==> config.mk <==
export PLATFORM = sky130hd
export DESIGN_NAME = i2c_master_register_access
export DESIGN_NICKNAME = d
export VERILOG_FILES = /design/src/hdl/i2cm_pkg.sv /design/src/hdl/i2cm_seq.sv /design/src/hdl/i2c_master_register_access.sv
export SDC_FILE = /design/constraint.sdc
export NUM_CORES = 1
export LEC_CHECK = 0
export ABC_AREA = 1
export BUFFER_PORTS_ARGS = -buffer_cell sky130_fd_sc_hd__buf_2
export CAP_MARGIN = 15
export CELL_PAD_IN_SITES_DETAIL_PLACEMENT = 0
export CELL_PAD_IN_SITES_GLOBAL_PLACEMENT = 1
export CORE_UTILIZATION = 30
export CTS_CLUSTER_SIZE = 8
export DETAILED_ROUTE_END_ITERATION = 6
export PLACE_DENSITY_LB_ADDON = 0.1
export SKIP_LAST_GASP = 1
export SLEW_MARGIN = 25
export SYNTH_ARGS = -nofsm -noshare
export SYNTH_HDL_FRONTEND = slang
export SYNTH_SLANG_ARGS = --single-unit
==> constraint.sdc <==
create_clock -name clk -period 9.38 [get_ports clk]
set_input_delay 1.407 -clock clk [delete_from_list [all_inputs] [get_ports clk]]
set_output_delay 1.407 -clock clk [all_outputs]
set_load 0.03 [all_outputs]
==> src/hdl/i2cm_pkg.sv <==
`timescale 1ns / 1ps

package i2cm_pkg;

	localparam int DIV_WIDTH_DEF = 16;

	localparam int CFG_WIDTH = 16;
	localparam int CFG_INDEX_WIDTH = 1;

	localparam logic [CFG_INDEX_WIDTH-1:0] CFG_HALF_PERIOD = 1'b0;
	localparam logic [CFG_INDEX_WIDTH-1:0] CFG_ACK_TIMEOUT = 1'b1;

	localparam logic [CFG_WIDTH-1:0] HALF_PERIOD_RST = 16'd4;
	localparam logic [CFG_WIDTH-1:0] ACK_TIMEOUT_RST = 16'd1000;

	typedef enum logic [1:0] {
		OP_TICK  = 2'd0,
		OP_WRITE = 2'd1,
		OP_READ  = 2'd2,
		OP_NONE  = 2'd3
	} op_t;

	// Byte position within the address/register/data sequence.
	typedef enum logic [1:0] {
		STG_DEV  = 2'd0,
		STG_REG  = 2'd1,
		STG_DATA = 2'd2
	} stage_t;

	typedef enum logic [13:0] {
		PH_IDLE      = 14'b00000000000001,
		PH_START_A   = 14'b00000000000010,
		PH_START_B   = 14'b00000000000100,
		PH_BIT_LOW   = 14'b00000000001000,
		PH_BIT_HIGH  = 14'b00000000010000,
		PH_ACK_LOW   = 14'b00000000100000,
		PH_ACK_HIGH  = 14'b00000001000000,
		PH_RSTART    = 14'b00000010000000,
		PH_RD_LOW    = 14'b00000100000000,
		PH_RD_HIGH   = 14'b00001000000000,
		PH_MACK_LOW  = 14'b00010000000000,
		PH_MACK_HIGH = 14'b00100000000000,
		PH_STOP_A    = 14'b01000000000000,
		PH_STOP_B    = 14'b10000000000000
	} phase_t;

	typedef struct packed {
		logic [1:0] op;
		logic [7:0] target_addr;
		logic [7:0] reg_offset;
		logic [7:0] wr_data;
		logic [7:0] read_count;
		logic       sda_in;
	} item_t;

	typedef struct packed {
		logic       scl;
		logic       sda_out;
		logic       busy;
		logic       rd_valid;
		logic [7:0] rd_data;
		logic       rd_last;
		logic       done;
		logic       error;
	} result_t;

endpackage

==> src/hdl/i2cm_seq.sv <==
`timescale 1ns / 1ps

module i2cm_seq #(
	parameter int DIV_WIDTH = i2cm_pkg::DIV_WIDTH_DEF
) (
	input  logic                             clk,
	input  logic                             arst_n,
	input  logic                             step,
	input  i2cm_pkg::item_t                  item,
	input  logic [i2cm_pkg::CFG_WIDTH-1:0]   half_period_ticks,
	input  logic [i2cm_pkg::CFG_WIDTH-1:0]   ack_timeout,
	output i2cm_pkg::result_t                res
);
	import i2cm_pkg::*;

	localparam int CW = ((DIV_WIDTH > CFG_WIDTH) ? DIV_WIDTH : CFG_WIDTH) + 1;

	phase_t                 phase_q, phase_d;
	stage_t                 stage_q, stage_d;
	logic [7:0]             shift_reg_q, shift_reg_d;
	logic [2:0]             bit_index_q, bit_index_d;
	logic [DIV_WIDTH-1:0]   half_counter_q, half_counter_d;
	logic [15:0]            timeout_counter_q, timeout_counter_d;
	logic [7:0]             bytes_left_q, bytes_left_d;
	logic [7:0]             saved_dev_q, saved_dev_d;
	logic [7:0]             saved_reg_q, saved_reg_d;
	logic [7:0]             saved_data_q, saved_data_d;
	logic                   is_read_q, is_read_d;
	logic                   err_flag_q, err_flag_d;

	logic [CW-1:0]          hpt_min;
	logic [CW-1:0]          half_lim;
	logic [CW-1:0]          half_eff;
	logic [CW-1:0]          hc_inc;
	logic                   half_end;
	logic [DIV_WIDTH-1:0]   hc_next;
	logic [DIV_WIDTH-1:0]   hc_last;
	logic [15:0]            tmo_inc;
	logic [7:0]             rd_byte;
	logic                   nack;

	// Effective half period: zero acts as one, capped at the counter range.
	assign hpt_min  = (half_period_ticks == '0) ? CW'(1) : CW'(half_period_ticks);
	assign half_lim = CW'(1) << DIV_WIDTH;
	assign half_eff = (hpt_min > half_lim) ? half_lim : hpt_min;
	assign hc_inc   = CW'(half_counter_q) + CW'(1);
	assign half_end = (hc_inc >= half_eff);
	assign hc_next  = hc_inc[DIV_WIDTH-1:0];
	assign hc_last  = DIV_WIDTH'(half_eff - CW'(1));
	assign tmo_inc  = timeout_counter_q + 16'd1;
	assign rd_byte  = {shift_reg_q[6:0], item.sda_in};

	always_comb begin
		phase_d           = phase_q;
		stage_d           = stage_q;
		shift_reg_d       = shift_reg_q;
		bit_index_d       = bit_index_q;
		half_counter_d    = half_counter_q;
		timeout_counter_d = timeout_counter_q;
		bytes_left_d      = bytes_left_q;
		saved_dev_d       = saved_dev_q;
		saved_reg_d       = saved_reg_q;
		saved_data_d      = saved_data_q;
		is_read_d         = is_read_q;
		err_flag_d        = err_flag_q;
		res               = '0;

		// All phases but idle and the acknowledge high half share this counter update.
		if (phase_q != PH_IDLE && phase_q != PH_ACK_HIGH) begin
			half_counter_d = half_end ? '0 : hc_next;
		end

		case (phase_q)
			PH_IDLE: begin
				if (item.op == OP_WRITE || item.op == OP_READ) begin
					saved_dev_d       = item.target_addr;
					saved_reg_d       = item.reg_offset;
					saved_data_d      = item.wr_data;
					bytes_left_d      = (item.read_count == 8'd0) ? 8'd1 : item.read_count;
					is_read_d         = (item.op == OP_READ);
					stage_d           = STG_DEV;
					shift_reg_d       = item.target_addr;
					bit_index_d       = '0;
					half_counter_d    = '0;
					timeout_counter_d = '0;
					err_flag_d        = 1'b0;
					phase_d           = PH_START_A;
				end
			end
			PH_START_A: begin
				if (half_end) phase_d = PH_START_B;
			end
			PH_START_B: begin
				if (half_end) begin
					bit_index_d = '0;
					phase_d     = PH_BIT_LOW;
				end
			end
			PH_BIT_LOW: begin
				if (half_end) phase_d = PH_BIT_HIGH;
			end
			PH_BIT_HIGH: begin
				if (half_end) begin
					shift_reg_d = {shift_reg_q[6:0], 1'b0};
					if (bit_index_q == 3'd7) begin
						bit_index_d = '0;
						phase_d     = PH_ACK_LOW;
					end else begin
						bit_index_d = bit_index_q + 3'd1;
						phase_d     = PH_BIT_LOW;
					end
				end
			end
			PH_ACK_LOW: begin
				if (half_end) begin
					timeout_counter_d = '0;
					phase_d           = PH_ACK_HIGH;
				end
			end
			PH_ACK_HIGH: begin
				if (!half_end) begin
					half_counter_d = hc_next;
				end else if (!item.sda_in) begin
					// Acknowledge seen: move on to the next byte of the sequence.
					half_counter_d = '0;
					case (stage_q)
						STG_DEV: begin
							shift_reg_d = saved_reg_q;
							stage_d     = STG_REG;
							phase_d     = PH_BIT_LOW;
						end
						STG_REG: begin
							stage_d = STG_DATA;
							if (is_read_q) begin
								shift_reg_d = saved_dev_q | 8'h01;
								phase_d     = PH_RSTART;
							end else begin
								shift_reg_d = saved_data_q;
								phase_d     = PH_BIT_LOW;
							end
						end
						default: begin
							if (is_read_q) begin
								shift_reg_d = '0;
								bit_index_d = '0;
								phase_d     = PH_RD_LOW;
							end else begin
								phase_d = PH_STOP_A;
							end
						end
					endcase
				end else begin
					// SDA still high: sample again next tick until the limit.
					timeout_counter_d = tmo_inc;
					if (tmo_inc >= ack_timeout || tmo_inc == 16'd0) begin
						half_counter_d = '0;
						err_flag_d     = 1'b1;
						phase_d        = PH_STOP_A;
					end else begin
						half_counter_d = hc_last;
					end
				end
			end
			PH_RSTART: begin
				if (half_end) phase_d = PH_START_A;
			end
			PH_RD_LOW: begin
				if (half_end) phase_d = PH_RD_HIGH;
			end
			PH_RD_HIGH: begin
				if (half_end) begin
					shift_reg_d = rd_byte;
					if (bit_index_q == 3'd7) begin
						res.rd_valid = 1'b1;
						res.rd_data  = rd_byte;
						res.rd_last  = (bytes_left_q <= 8'd1);
						bit_index_d  = '0;
						phase_d      = PH_MACK_LOW;
					end else begin
						bit_index_d = bit_index_q + 3'd1;
						phase_d     = PH_RD_LOW;
					end
				end
			end
			PH_MACK_LOW: begin
				if (half_end) phase_d = PH_MACK_HIGH;
			end
			PH_MACK_HIGH: begin
				if (half_end) begin
					if (bytes_left_q <= 8'd1) begin
						bytes_left_d = '0;
						phase_d      = PH_STOP_A;
					end else begin
						bytes_left_d = bytes_left_q - 8'd1;
						shift_reg_d  = '0;
						phase_d      = PH_RD_LOW;
					end
				end
			end
			PH_STOP_A: begin
				if (half_end) phase_d = PH_STOP_B;
			end
			PH_STOP_B: begin
				if (half_end) begin
					res.done   = 1'b1;
					res.error  = err_flag_q;
					err_flag_d = 1'b0;
					phase_d    = PH_IDLE;
				end
			end
			default: begin
				phase_d = PH_IDLE;
			end
		endcase

		// Bus levels follow the phase that this tick leaves behind.
		nack = (bytes_left_d <= 8'd1);
		case (phase_d)
			PH_START_B: begin
				res.scl = 1'b1; res.sda_out = 1'b0;
			end
			PH_BIT_LOW: begin
				res.scl = 1'b0; res.sda_out = shift_reg_d[7];
			end
			PH_BIT_HIGH: begin
				res.scl = 1'b1; res.sda_out = shift_reg_d[7];
			end
			PH_ACK_LOW, PH_RSTART, PH_RD_LOW: begin
				res.scl = 1'b0; res.sda_out = 1'b1;
			end
			PH_MACK_LOW: begin
				res.scl = 1'b0; res.sda_out = nack;
			end
			PH_MACK_HIGH: begin
				res.scl = 1'b1; res.sda_out = nack;
			end
			PH_STOP_A: begin
				res.scl = 1'b0; res.sda_out = 1'b0;
			end
			PH_STOP_B: begin
				res.scl = 1'b1; res.sda_out = 1'b0;
			end
			default: begin
				res.scl = 1'b1; res.sda_out = 1'b1;
			end
		endcase
		res.busy = (phase_d != PH_IDLE);
	end

	always_ff @(posedge clk or negedge arst_n) begin
		if (!arst_n) begin
			phase_q           <= PH_IDLE;
			stage_q           <= STG_DEV;
			shift_reg_q       <= '0;
			bit_index_q       <= '0;
			half_counter_q    <= '0;
			timeout_counter_q <= '0;
			bytes_left_q      <= '0;
			saved_dev_q       <= '0;
			saved_reg_q       <= '0;
			saved_data_q      <= '0;
			is_read_q         <= 1'b0;
			err_flag_q        <= 1'b0;
		end else if (step) begin
			phase_q           <= phase_d;
			stage_q           <= stage_d;
			shift_reg_q       <= shift_reg_d;
			bit_index_q       <= bit_index_d;
			half_counter_q    <= half_counter_d;
			timeout_counter_q <= timeout_counter_d;
			bytes_left_q      <= bytes_left_d;
			saved_dev_q       <= saved_dev_d;
			saved_reg_q       <= saved_reg_d;
			saved_data_q      <= saved_data_d;
			is_read_q         <= is_read_d;
			err_flag_q        <= err_flag_d;
		end
	end

`ifndef NO_ASSERTIONS
	// The bit counter only runs while a byte is being shifted.
	a_bit_index_phase: assert property (@(posedge clk) disable iff (!arst_n)
		bit_index_q != 3'd0 |-> (phase_q == PH_BIT_LOW || phase_q == PH_BIT_HIGH ||
			phase_q == PH_RD_LOW || phase_q == PH_RD_HIGH))
		else $error("bit counter nonzero outside a byte transfer");

	// A read phase always has at least one byte still owed.
	a_bytes_left_read: assert property (@(posedge clk) disable iff (!arst_n)
		(phase_q == PH_RD_LOW || phase_q == PH_RD_HIGH ||
			phase_q == PH_MACK_LOW || phase_q == PH_MACK_HIGH) |-> bytes_left_q != 8'd0)
		else $error("read phase with no bytes left");

	// A completed transaction leaves the sequencer idle.
	a_done_idle: assert property (@(posedge clk) disable iff (!arst_n)
		step && res.done |=> phase_q == PH_IDLE)
		else $error("sequencer not idle after done");

	// An accepted command in idle always begins with a START.
	a_cmd_start: assert property (@(posedge clk) disable iff (!arst_n)
		step && phase_q == PH_IDLE && (item.op == OP_WRITE || item.op == OP_READ)
		|=> phase_q == PH_START_A && half_counter_q == '0)
		else $error("command did not start a transaction");
`endif

endmodule

==> src/hdl/i2c_master_register_access.sv <==
`timescale 1ns / 1ps
// A tick request is registered in stage 1 and then stepped through the sequencer into the result
// register, which drives the outputs; a full result register holds it in stage 1.
// Throughput: one tick request per clock; the input and result registers let both sides stall.
// The rate is set by the combinational next-state logic of the bus sequencer in i2cm_seq.
// Reset (arst_n low, asynchronous): sequencer idle, both stages empty, half period 4 ticks,
// acknowledge timeout 1000 samples.

module i2c_master_register_access #(
	parameter int DIV_WIDTH = i2cm_pkg::DIV_WIDTH_DEF
) (
	input  logic                                 clk,
	input  logic                                 arst_n,
	// Configuration write port
	input  logic                                 cfg_we,
	input  logic [i2cm_pkg::CFG_INDEX_WIDTH-1:0] cfg_index,
	input  logic [i2cm_pkg::CFG_WIDTH-1:0]       cfg_data,
	// Tick request channel
	input  logic                                 in_valid,
	output logic                                 in_ready,
	input  logic [1:0]                           op,
	input  logic [7:0]                           target_addr,
	input  logic [7:0]                           reg_offset,
	input  logic [7:0]                           wr_data,
	input  logic [7:0]                           read_count,
	input  logic                                 sda_in,
	// Result channel
	output logic                                 out_valid,
	input  logic                                 out_ready,
	output logic                                 scl,
	output logic                                 sda_out,
	output logic                                 busy_res,
	output logic                                 rd_valid,
	output logic [7:0]                           rd_data,
	output logic                                 rd_last,
	output logic                                 done_res,
	output logic                                 error
);
	import i2cm_pkg::*;

	logic [CFG_WIDTH-1:0] half_period_q;
	logic [CFG_WIDTH-1:0] ack_timeout_q;

	item_t   item_s1;
	logic    valid_s1;
	result_t res_s2;
	logic    valid_s2;
	result_t step_res;
	logic    advance;

	// Configuration registers. The user must write only while no request is in flight; the
	// block does not enforce this and takes writes directly, with no synchronization to the
	// request stream. A new value applies from the next tick on, even mid-transaction.
	always_ff @(posedge clk or negedge arst_n) begin
		if (!arst_n) begin
			half_period_q <= HALF_PERIOD_RST;
			ack_timeout_q <= ACK_TIMEOUT_RST;
		end else if (cfg_we) begin
			case (cfg_index)
				CFG_HALF_PERIOD: half_period_q <= cfg_data;
				CFG_ACK_TIMEOUT: ack_timeout_q <= cfg_data;
				default: ;
			endcase
		end
	end

	// The request in stage 1 is stepped through the sequencer when the result
	// register is empty or is being drained in the same cycle.
	assign advance  = valid_s1 && (!valid_s2 || out_ready);
	assign in_ready = !valid_s1 || advance;

	always_ff @(posedge clk or negedge arst_n) begin
		if (!arst_n) begin
			valid_s1 <= 1'b0;
		end else if (in_ready) begin
			valid_s1 <= in_valid;
		end
	end

	always_ff @(posedge clk) begin
		if (in_valid && in_ready) begin
			item_s1 <= '{op: op, target_addr: target_addr, reg_offset: reg_offset,
				wr_data: wr_data, read_count: read_count, sda_in: sda_in};
		end
	end

	// Bus sequencer: holds all transaction state and advances one tick per step.
	i2cm_seq #(
		.DIV_WIDTH(DIV_WIDTH)
	) u_seq (
		.clk              (clk),
		.arst_n           (arst_n),
		.step             (advance),
		.item             (item_s1),
		.half_period_ticks(half_period_q),
		.ack_timeout      (ack_timeout_q),
		.res              (step_res)
	);

	// Result register: holds a finished result until the consumer takes it.
	always_ff @(posedge clk or negedge arst_n) begin
		if (!arst_n) begin
			valid_s2 <= 1'b0;
		end else if (!valid_s2 || out_ready) begin
			valid_s2 <= valid_s1;
		end
	end

	always_ff @(posedge clk) begin
		if (advance) begin
			res_s2 <= step_res;
		end
	end

	assign out_valid = valid_s2;
	assign scl       = res_s2.scl;
	assign sda_out   = res_s2.sda_out;
	assign busy_res  = res_s2.busy;
	assign rd_valid  = res_s2.rd_valid;
	assign rd_data   = res_s2.rd_data;
	assign rd_last   = res_s2.rd_last;
	assign done_res  = res_s2.done;
	assign error     = res_s2.error;

endmodule

==> results.yml, run 1 <==
worst_setup_path:
  element_type_at_the_critical_path_start: "flop"
  critical_path.top_delay_family: "simple AND/OR/NAND/NOR gates"
  max_stage_delay_ns: 0.55
  critical-path-slowest-cell: "sky130_fd_sc_hd__a21oi_4"
  crit_arrival_ns: 5.59
  critPathCaptureType: "flop"
  worstPathBufferInverterCount: 6
  critPathMostFrequentCell: "sky130_fd_sc_hd__inv_1"
  cp.required_ns: 9.73
  timing.setup.critical_path_class: "reg2reg"
  cp_cell_sequence: "inv_1 > nor3_2 > nand3_1 > nor2_1 > nand4_1 > nor3_2 > nand2_1 > nor3_1 > xor2_1 > inv_1 > ha_1 > inv_1 > nor2_1 > a41oi_1 > nand3_2 > buf_4 > inv_2 > nand2_1 > nand2_1 > a21oi_4 > inv_1 > o31ai_1"
  crit_path_max_fanout: 47
routing:
  routed_len_inst_microns: 16.3
  dr.first_iter.drc_count: 577
  postRouteWirelength_microns: 30900
  drt-pass1-iter-count: 5
  drc: 0
  detail-route-antenna-nets: 0
  vias: 9116
  route.detailed.vias_per_inst: 4.82
synth:
  top_ff_cell_synth: "sky130_fd_sc_hd__dfrtp_1"
  synth_commonest_cells: "sky130_fd_sc_hd__nand2_1, sky130_fd_sc_hd__inv_1, sky130_fd_sc_hd__nor2_1"
  syn_area_per_cell_sq_um: 7.91
  register_bit_count_reported_by_yosys: 176
  yosys.area.top_type: "sky130_fd_sc_hd__dfrtp_1"
  seq_area_frac_synth_pct: 43.4
  netlist-cell-type-count: 59
  synth.net_count: 1457
  yosys_warnings: 0
  largest_cells_by_area_after_synthesis: "sky130_fd_sc_hd__dfrtp_1, sky130_fd_sc_hd__edfxtp_1, sky130_fd_sc_hd__nand2_1"
  syn-instance-count: 1359
  synth_largest_type_area_fraction_pct: 27.5
  synth_most_common_cell: "sky130_fd_sc_hd__nand2_1"
  netlist_area_sq_mm: 0.0108
  synthArstFlopShare_pct: 71.6
  synth_enable_flop_cells: 50
clocking:
  post_cts.repair.setup_buffers: 0
  numClockSinks: 176
  cts_htree_levels: 4
  clock_buffer_depth: 2
  cts_root_buf: "sky130_fd_sc_hd__clkbuf_16"
  cts_tree: "yes"
  holdBufCountCts: 0
  clkTransAtPathRegs_ns: 0.07
  clkLatencyLatePin_ns: 0.45
  ctsResizeCount: 0
  numCtsBuffers: 17
power_and_ir_drop:
  power.switching_fraction_pct: 42.8
  p_seq_share_pct: 35.9
  pwr-share-comb_pct: 38.5
  power.density_cell_area_mw_per_mm2: 247
  power.ir.vdd_worst_v: 0.000126
  power_frac_clock_pct: 25.6
  cellLeakagePower_nw: 5.89
  p_int_w: 0.00172
  p_switching_w: 0.00129
cells_and_area:
  final_cell_count_no_fill: 1892
  nets: 1522
  antenna_cells: 0
  syn2layout_area_growth_pct: 13.3
  final_layout_size_suffix_gt1_share_pct: 13.2
  stdcell_area_sq_mm: 0.0122
  fill_cells: 3754
timing:
  timing.clock.skew_ns: 0.0122
  timing.fmax_ghz: 0.191
  hold_viol: 0
  grt_setup_unrepaired: "false"
  min_period_over_period_pct: 55.9
  fin_setup_tns_ns: 0
  clock_period_minus_final_worst_setup_slack_ns: 5.24
  worst_hold_slack_ns: 0.482
  timing.final.ws_setup_ns: 4.14
  setup_viol: 0
  final-max-slew-violation-count: 0
  max-slew-margin-rel_pct: 39.2
  worstMarginPinSlew_ns: 0.912
worst_hold_path:
  hold_class: "reg2reg"
grt:
  first_global_vias: 9172
  antenna_found_initial: 0
  grt_first_pass_wirelength_microns: 50500
  grt.overflow.total: 0
  grtUsageTotal_pct: 18.0
  maximum_number_of_pins_on_one_net_before_global_route_repair: 65
placed_design:
  place_worst_setup_slack_ns: 4.22
  port-buffer-count: 73
  dp_cells: 1860
  place_hpwl_microns: 22900
  rd_place_congestion: 0.797
  placement.cell_area_sq_mm: 0.0116
floorplan:
  die_area_sq_mm: 0.0366
  initial_core_util_pct: 30.8
  die_h_microns: 191
  num_io_pins: 74
  placeableCoreArea_sq_mm: 0.0349
  std_cell_rows: 68
  die_width_microns: 191
outcome:
  result_of_the_run: "finished clean"
job:
  cap_violations: 0
-- kinds of logic (layout without fill, tap and decap cells) --
family          count (synthesis)  after routing  share of synthesized area (%)
simple gates                  622            622                           26.4
buf+inv                       252            330                           9.33
compound gates                229            229                           12.7
flops                         176            176                           43.4
fa+ha+maj                      41             41                           4.77
xor+xnor                       28             28                           2.28
mux                            11             11                           1.15
-- routing by layer --
| metal | GRT usage, % | vias up | wire, microns |
|---|---|---|---|
| li1 | - | 4649 | - |
| met2 | 28.2 | 140 | 14000 |
| met3 | 2.90 | 22 | 858 |
| met1 | 25.5 | 4305 | 15600 |
| met5 | 0 | - | 0 |
| met4 | 4.64 | 0 | 407 |
-- area by class of cell --
cell class	instances	area, sq um	share of cell area [%]
Multi-Input combinational cell	931	5080	41.7
Sequential cell	176	4660	38.3
Inverter	217	817	6.71
Clock inverter	14	191	1.57
Clock buffer	18	429	3.52
Timing Repair Buffer	81	432	3.54
Tap cell	455	569	4.67
-- power by group through the flow --
stage               Combinational (W)  Clock [W]  Sequential (W)
detailed placement            0.00116          0         0.00109
CTS                           0.00117   0.000799         0.00108
global placement              0.00117          0         0.00110
global route                  0.00133   0.000827         0.00111
floorplan                    0.000863          0         0.00107
finish                        0.00116   0.000771         0.00108
-- sequential cells by signal, summed over array words and instances, names as in the netlist, 2 cells and up --
register / cells
rd_data: 8
u_seq.timeout_counter_q: 16
u_seq.bit_index_q: 3
u_seq.shift_reg_q: 8
u_seq.saved_data_q: 8
ack_timeout_q: 16
half_period_q: 16
u_seq.phase_q: 14
u_seq.bytes_left_q: 8
u_seq.stage_q: 2
u_seq.half_counter_q: 16
item_s1: 35
u_seq.saved_dev_q: 7
u_seq.saved_reg_q: 8
-- layout by cell type, fill, tap and decap left out, types with 9 or more instances in the layout --
master and n:
sky130_fd_sc_hd__xor2_1 28, sky130_fd_sc_hd__mux2_2 11, sky130_fd_sc_hd__nor2_2 9, sky130_fd_sc_hd__dfrtp_1 118, sky130_fd_sc_hd__nor3_1 21, sky130_fd_sc_hd__o22ai_1 10, sky130_fd_sc_hd__nand4_1 35, sky130_fd_sc_hd__buf_2 72
sky130_fd_sc_hd__o211ai_1 11, sky130_fd_sc_hd__ha_1 41, sky130_fd_sc_hd__a21oi_1 56, sky130_fd_sc_hd__o21ai_0 98, sky130_fd_sc_hd__clkbuf_16 17, sky130_fd_sc_hd__inv_1 206, sky130_fd_sc_hd__edfxtp_1 50, sky130_fd_sc_hd__nor2_1 126
sky130_fd_sc_hd__nand2_1 301, sky130_fd_sc_hd__nand3_1 88
-- stage by stage --
stage | power, W | util [%]
floorplan | 0.00194 | -
global placement | 0.00227 | 33.2
detailed placement | 0.00225 | 33.2
CTS | 0.00305 | 34.9
global route | 0.00327 | 34.9
finish | 0.00301 | 34.9
-- final timing paths --
path,from,endpoint,slack [ns],depth (start not counted)
worst min-delay path,item_s1[11],u_seq.saved_data_q[2],0.48,1
worst min register to register,item_s1[11],u_seq.saved_data_q[2],0.48,1
worst max-delay path,u_seq.half_counter_q[0],u_seq.timeout_counter_q[8],4.14,22
max in group asynchronous,arst_n,out_valid,7.04,2
min in group asynchronous,arst_n,u_seq.timeout_counter_q[5],0.97,1
worst max register to register,u_seq.half_counter_q[0],u_seq.timeout_counter_q[8],4.14,22
(Power assumes the default switching activity.)
==> run 2, diff against run 1 <==
clock period = 4.7 ns   (was 9.38 ns; I/O delays follow)
==> results.yml, run 2 (synthesis results as in run 1) <==
worst_setup_path:
  crit_path_max_fanout: 7
  worst_flop_to_flop_path_endpoint: "sda_out"
  startpoint: "u_seq.half_counter_q[0]"
  critPathCaptureType: "flop"
  crit_arrival_ns: 4.43
  critical_path.endpoint: "sda_out"
  regToRegStartpoint: "u_seq.half_counter_q[0]"
  reg2reg_depth: 25
  element_type_at_the_critical_path_start: "flop"
  cp.required_ns: 4.90
  timing.setup.critical_path_class: "reg2reg"
  r2r_slack_ns: 0.47
routing:
  postRouteWirelength_microns: 31400
  drc: 0
  routed_len_inst_microns: 16.5
  drt-pass1-iter-count: 5
  detail-route-antenna-nets: 0
  vias: 9193
  dr.first_iter.drc_count: 525
  route.detailed.vias_per_inst: 4.82
timing:
  max-slew-margin-rel_pct: 41.2
  worstMarginPinSlew_ns: 0.881
  fin_setup_tns_ns: 0
  timing.clock.skew_ns: 0.0170
  final-max-slew-violation-count: 0
  timing.fmax_ghz: 0.236
  min_period_over_period_pct: 90.0
  setup_viol: 0
  clock_period_minus_final_worst_setup_slack_ns: 4.23
  hold_viol: 0
  grt_setup_unrepaired: "false"
floorplan:
  die_area_sq_mm: 0.0366
  num_io_pins: 74
  std_cell_rows: 68
  initial_core_util_pct: 30.8
  die_h_microns: 191
  placeableCoreArea_sq_mm: 0.0349
  die_width_microns: 191
cells_and_area:
  largest-register: "item_s1"
  antenna_cells: 0
  nets: 1536
  commonest_non_fill_non_tap_cell_in_the_layout: "sky130_fd_sc_hd__nand2_1"
  syn2layout_area_growth_pct: 14.6
  fill_cells: 3755
  stdcell_area_sq_mm: 0.0123
  layout.area.seq_sq_mm: 0.00466
  largest_register_ffs: 35
  highest_count_cells_in_the_layout_ignoring_fill_and_taps: "sky130_fd_sc_hd__nand2_1, sky130_fd_sc_hd__inv_1, sky130_fd_sc_hd__nor2_1, sky130_fd_sc_hd__dfrtp_1, sky130_fd_sc_hd__o21ai_0"
  area_of_combinational_cells_with_multiple_inputs_sq_mm: 0.00511
  final_layout_size_suffix_gt1_share_pct: 14.3
clocking:
  clkLatencyLatePin_ns: 0.45
  cts_root_buf: "sky130_fd_sc_hd__clkbuf_16"
  holdBufCountCts: 0
  clkTransAtPathRegs_ns: 0.08
  cts_htree_levels: 4
  cts_tree: "yes"
  numClockSinks: 176
  clock_buffer_depth: 2
  numCtsBuffers: 17
grt:
  grtUsageTotal_pct: 18.0
  grt_first_pass_wirelength_microns: 50400
  antenna_found_initial: 0
  grt.overflow.total: 0
  first_global_vias: 9082
  maximum_number_of_pins_on_one_net_before_global_route_repair: 73
job:
  cap_violations: 0
placed_design:
  port-buffer-count: 73
  rd_place_congestion: 0.811
  place_hpwl_microns: 23600
  placement.cell_area_sq_mm: 0.0116
power_and_ir_drop:
  power.ir.vdd_worst_v: 0.000271
  power.density_cell_area_mw_per_mm2: 497
  cellLeakagePower_nw: 5.96
  finalPower_w: 0.00612
outcome:
  result_of_the_run: "finished clean"
worst_hold_path:
  hold_class: "in2async"
run 2: cell types whose count changed in the layout (fill, tap and decap cells not counted), moves of 2 or more:
cell	delta
sky130_fd_sc_hd__buf_12	+2
sky130_fd_sc_hd__inv_8	-2
sky130_fd_sc_hd__clkinv_4	+2
sky130_fd_sc_hd__buf_4	+11
run 2: what timing repair did:
item | CTS | global route
setup buffers | 0 | 5
endpoints found under the setup margin | 0 | 51
endpoints found under the hold margin | 0 | 0
gates resized for setup | 0 | 6
run 2: layout make-up:
class / instances / share of cell area [%]
multi-input combinational: 931 / 41.5
sequential: 176 / 37.9
inverter: 217 / 6.65
tap: 455 / 4.62
timing repair buffer: 95 / 4.56
clock buffer: 18 / 3.48
clock inverter: 14 / 1.34
run 2: stage by stage:
stage / util [%] / instances / worst slack (ns) / hold slack (ns)
2_1_floorplan: - / 1359 / 0.899 / 0.409
3_3_place_gp: 33.4 / 1869 / 0.245 / 0.464
3_5_place_dp: 33.4 / 1869 / 0.140 / 0.463
4_1_cts: 35.1 / 1901 / 0.0890 / 0.309
5_1_grt: 35.3 / 1906 / 0.0227 / 0.324
6_report: 35.3 / 1906 / 0.471 / 0.270
run 2: where the power goes:
| group | internal (W) | switching (W) |
|---|---|---|
| sequential | 0.00189 | 0.000272 |
| clock | 0.000762 | 0.000704 |
| combinational | 0.000856 | 0.00164 |
run 2: worst min-delay path by stage:
| stage | depth (start not counted) | slack [ns] | start | endpoint |
|---|---|---|---|---|
| final | 1 | 0.27 | arst_n | u_seq.timeout_counter_q[4] |
| after global routing | 1 | 0.32 | arst_n | u_seq.timeout_counter_q[4] |
| after CTS | 1 | 0.31 | arst_n | ack_timeout_q[4] |
| after detailed placement | 1 | 0.46 | item_s1[14] | u_seq.saved_data_q[5] |
| after global placement | 1 | 0.46 | item_s1[14] | u_seq.saved_data_q[5] |
| after floorplan | 0 | 0.41 | arst_n | ack_timeout_q[0] |
run 2: critical path, cell delays in order, from the launching register on:
cell	delay, ns
sky130_fd_sc_hd__dfrtp_1	0.42
sky130_fd_sc_hd__inv_1	0.09
sky130_fd_sc_hd__nor3_2	0.23
sky130_fd_sc_hd__nand3_1	0.14
sky130_fd_sc_hd__nor2_1	0.15
sky130_fd_sc_hd__nand4_1	0.17
sky130_fd_sc_hd__nor3_2	0.21
sky130_fd_sc_hd__nand2_1	0.13
sky130_fd_sc_hd__nor3_1	0.20
sky130_fd_sc_hd__xor2_1	0.21
sky130_fd_sc_hd__inv_1	0.06
sky130_fd_sc_hd__ha_1	0.34
sky130_fd_sc_hd__inv_1	0.08
sky130_fd_sc_hd__nor2_1	0.21
sky130_fd_sc_hd__a41oi_2	0.20
sky130_fd_sc_hd__nand3_4	0.11
sky130_fd_sc_hd__clkbuf_4	0.21
sky130_fd_sc_hd__nand2_2	0.14
sky130_fd_sc_hd__a21oi_1	0.15
sky130_fd_sc_hd__nand2_1	0.07
sky130_fd_sc_hd__nand2_1	0.06
sky130_fd_sc_hd__nand3_1	0.14
sky130_fd_sc_hd__nand2_1	0.11
sky130_fd_sc_hd__nand2_1	0.05
sky130_fd_sc_hd__clkinv_1	0.05
sky130_fd_sc_hd__nand3_1	0.06
run 2: routing by layer:
layer	GRT usage (%)	part of all wire, %	up-vias
li1	-	-	4654
met5	0	0	-
met1	25.3	50	4378
met2	29.2	46	146
met3	2.15	2.8	15
met4	4.49	0.92	0
==> run 3, diff against run 2 <==
REMOVE_ABC_BUFFERS = 1   (was unset)
==> results.yml, run 3 (synthesis results as in run 1) <==
outcome:
  result_of_the_run: "finished clean"
grt:
  grt_first_pass_wirelength_microns: 50900
  grt.overflow.total: 0
  antenna_found_initial: 0
  maximum_number_of_pins_on_one_net_before_global_route_repair: 77
  first_global_vias: 9141
  grtUsageTotal_pct: 18.2
routing:
  detail-route-antenna-nets: 0
  route.layer.met1.wl_microns: 15900
  postRouteWirelength_microns: 31600
  drt-pass1-iter-count: 5
  route.detailed.vias_per_inst: 4.82
  met2_length_microns: 14500
  routed-wl-met3_microns: 806
  drc: 0
  dr.first_iter.drc_count: 572
  maxUsedRoutingLayer: "met4"
  vias: 9155
  routed_len_inst_microns: 16.6
cells_and_area:
  final_cell_count_no_fill: 1901
  largest_register_ffs: 35
  commonest_non_fill_non_tap_cell_in_the_layout: "sky130_fd_sc_hd__nand2_1"
  area_of_combinational_cells_with_multiple_inputs_sq_mm: 0.00509
  largest-register: "item_s1"
  final_layout_size_suffix_gt1_share_pct: 13.9
  layout.area.seq_sq_mm: 0.00466
  highest_count_cells_in_the_layout_ignoring_fill_and_taps: "sky130_fd_sc_hd__nand2_1, sky130_fd_sc_hd__inv_1, sky130_fd_sc_hd__nor2_1, sky130_fd_sc_hd__dfrtp_1, sky130_fd_sc_hd__o21ai_0"
  antenna_cells: 0
  post-route-util_pct: 35.2
  syn2layout_area_growth_pct: 14.4
  nets: 1531
  fill_cells: 3752
timing:
  final-max-slew-violation-count: 0
  timing.clock.skew_ns: 0.0150
  fin_setup_tns_ns: 0
  clock_period_minus_final_worst_setup_slack_ns: 4.29
  max-slew-margin-rel_pct: 41.1
  hold_viol: 0
  setup_viol: 0
  min_period_over_period_pct: 91.3
  timing.fmax_ghz: 0.233
  worstMarginPinSlew_ns: 0.881
  worst_hold_slack_ns: 0.313
  grt_setup_unrepaired: "false"
worst_setup_path:
  critical_path.endpoint: "scl"
  reg2reg_depth: 21
  startpoint: "u_seq.half_counter_q[0]"
  critical_path.top_delay_family: "simple AND/OR/NAND/NOR gates"
  worst_flop_to_flop_path_endpoint: "scl"
  critPathCaptureType: "flop"
  cp.required_ns: 4.91
  critical-path-slowest-cell: "sky130_fd_sc_hd__dfrtp_1"
  regToRegStartpoint: "u_seq.half_counter_q[0]"
  max_stage_delay_ns: 0.42
  crit_path_max_fanout: 23
  crit_arrival_ns: 4.50
  crit_cells: 21
  cp_cell_sequence: "inv_1 > nor3_2 > nand3_1 > nor2_1 > nand4_1 > nor3_2 > nand2_1 > nor3_2 > xor2_1 > inv_1 > ha_1 > inv_1 > nor2_1 > a41oi_1 > nand3_2 > buf_4 > clkbuf_16 > o211ai_1 > nand3_1 > nor3_1 > nand2_1"
  timing.setup.critical_path_class: "reg2reg"
  worstPathBufferInverterCount: 5
  element_type_at_the_critical_path_start: "flop"
  r2r_slack_ns: 0.41
placed_design:
  port-buffer-count: 73
  place_hpwl_microns: 23600
  rd_place_congestion: 0.844
  dp_cells: 1866
clocking:
  numCtsBuffers: 17
  cts_htree_levels: 4
  numClockSinks: 176
  clkLatencyLatePin_ns: 0.45
  clock_buffer_depth: 2
  clkTransAtPathRegs_ns: 0.08
  cts_tree: "yes"
  cts_root_buf: "sky130_fd_sc_hd__clkbuf_16"
worst_hold_path:
  hold_class: "in2async"
power_and_ir_drop:
  power.ir.vdd_worst_v: 0.000253
  power.density_cell_area_mw_per_mm2: 495
  cellLeakagePower_nw: 5.96
floorplan:
  die_width_microns: 191
  std_cell_rows: 68
  num_io_pins: 74
  die_h_microns: 191
  initial_core_util_pct: 30.8
  die_area_sq_mm: 0.0366
  placeableCoreArea_sq_mm: 0.0349
job:
  cap_violations: 0
run 3: power breakdown:
part	switching [W]	internal [W]	total, W
logic	0.00162	0.000800	0.00242
registers	0.000271	0.00189	0.00216
clock network	0.000729	0.000785	0.00151
run 3: worst min path at each step:
| stage | slack [ns] | cells after the start | end |
|---|---|---|---|
| after floorplan | 0.41 | 0 | ack_timeout_q[0] |
| after global placement | 0.46 | 1 | u_seq.saved_reg_q[0] |
| after detailed placement | 0.47 | 1 | u_seq.saved_data_q[3] |
| after CTS | 0.35 | 1 | u_seq.timeout_counter_q[0] |
| after global routing | 0.35 | 1 | u_seq.timeout_counter_q[14] |
| final | 0.31 | 1 | u_seq.timeout_counter_q[4] |
run 3: layer usage:
| metal | vias up | track usage (%) |
|---|---|---|
| li1 | 4666 | - |
| met1 | 4334 | 25.5 |
| met2 | 131 | 28.7 |
| met3 | 24 | 2.96 |
| met4 | 0 | 5.16 |
| met5 | - | 0 |
run 3: final cells by class:
class,count,share of cell area (%)
flip-flops and latches,176,37.9
inverters,217,6.67
clock buffers,18,3.57
repair buffers,90,4.31
multi-input cells,931,41.4
clock inverters,14,1.50
well taps,455,4.63
run 3: what timing repair did:
item	CTS	global route
endpoints found under the setup margin	0	28
setup buffers	0	2
hold endpoints to repair	0	0
gates resized for setup	0	3
hold buffers	0	0
run 3: worst register-to-register path, stage by stage (launching register included):
cell,delay [ns]
sky130_fd_sc_hd__dfrtp_1,0.42
sky130_fd_sc_hd__inv_1,0.09
sky130_fd_sc_hd__nor3_2,0.24
sky130_fd_sc_hd__nand3_1,0.14
sky130_fd_sc_hd__nor2_1,0.17
sky130_fd_sc_hd__nand4_1,0.16
sky130_fd_sc_hd__nor3_2,0.24
sky130_fd_sc_hd__nand2_1,0.12
sky130_fd_sc_hd__nor3_2,0.17
sky130_fd_sc_hd__xor2_1,0.20
sky130_fd_sc_hd__inv_1,0.06
sky130_fd_sc_hd__ha_1,0.34
sky130_fd_sc_hd__inv_1,0.11
sky130_fd_sc_hd__nor2_1,0.07
sky130_fd_sc_hd__a41oi_1,0.29
sky130_fd_sc_hd__nand3_2,0.15
sky130_fd_sc_hd__buf_4,0.19
sky130_fd_sc_hd__clkbuf_16,0.20
sky130_fd_sc_hd__o211ai_1,0.26
sky130_fd_sc_hd__nand3_1,0.17
sky130_fd_sc_hd__nor3_1,0.20
sky130_fd_sc_hd__nand2_1,0.07
run 3: metrics by stage:
| step | instance area (sq um) | total power [W] | setup slack (ns) |
|---|---|---|---|
| 6_report | 12300 | 0.00609 | 0.408 |
| 5_1_grt | 12300 | 0.00660 | 0.00164 |
| 4_1_cts | 12200 | 0.00610 | 0.377 |
| 3_5_place_dp | 11600 | 0.00454 | 0.402 |
| 3_3_place_gp | 11600 | 0.00455 | 0.508 |
| 2_1_floorplan | 10600 | 0.00379 | 0.395 |
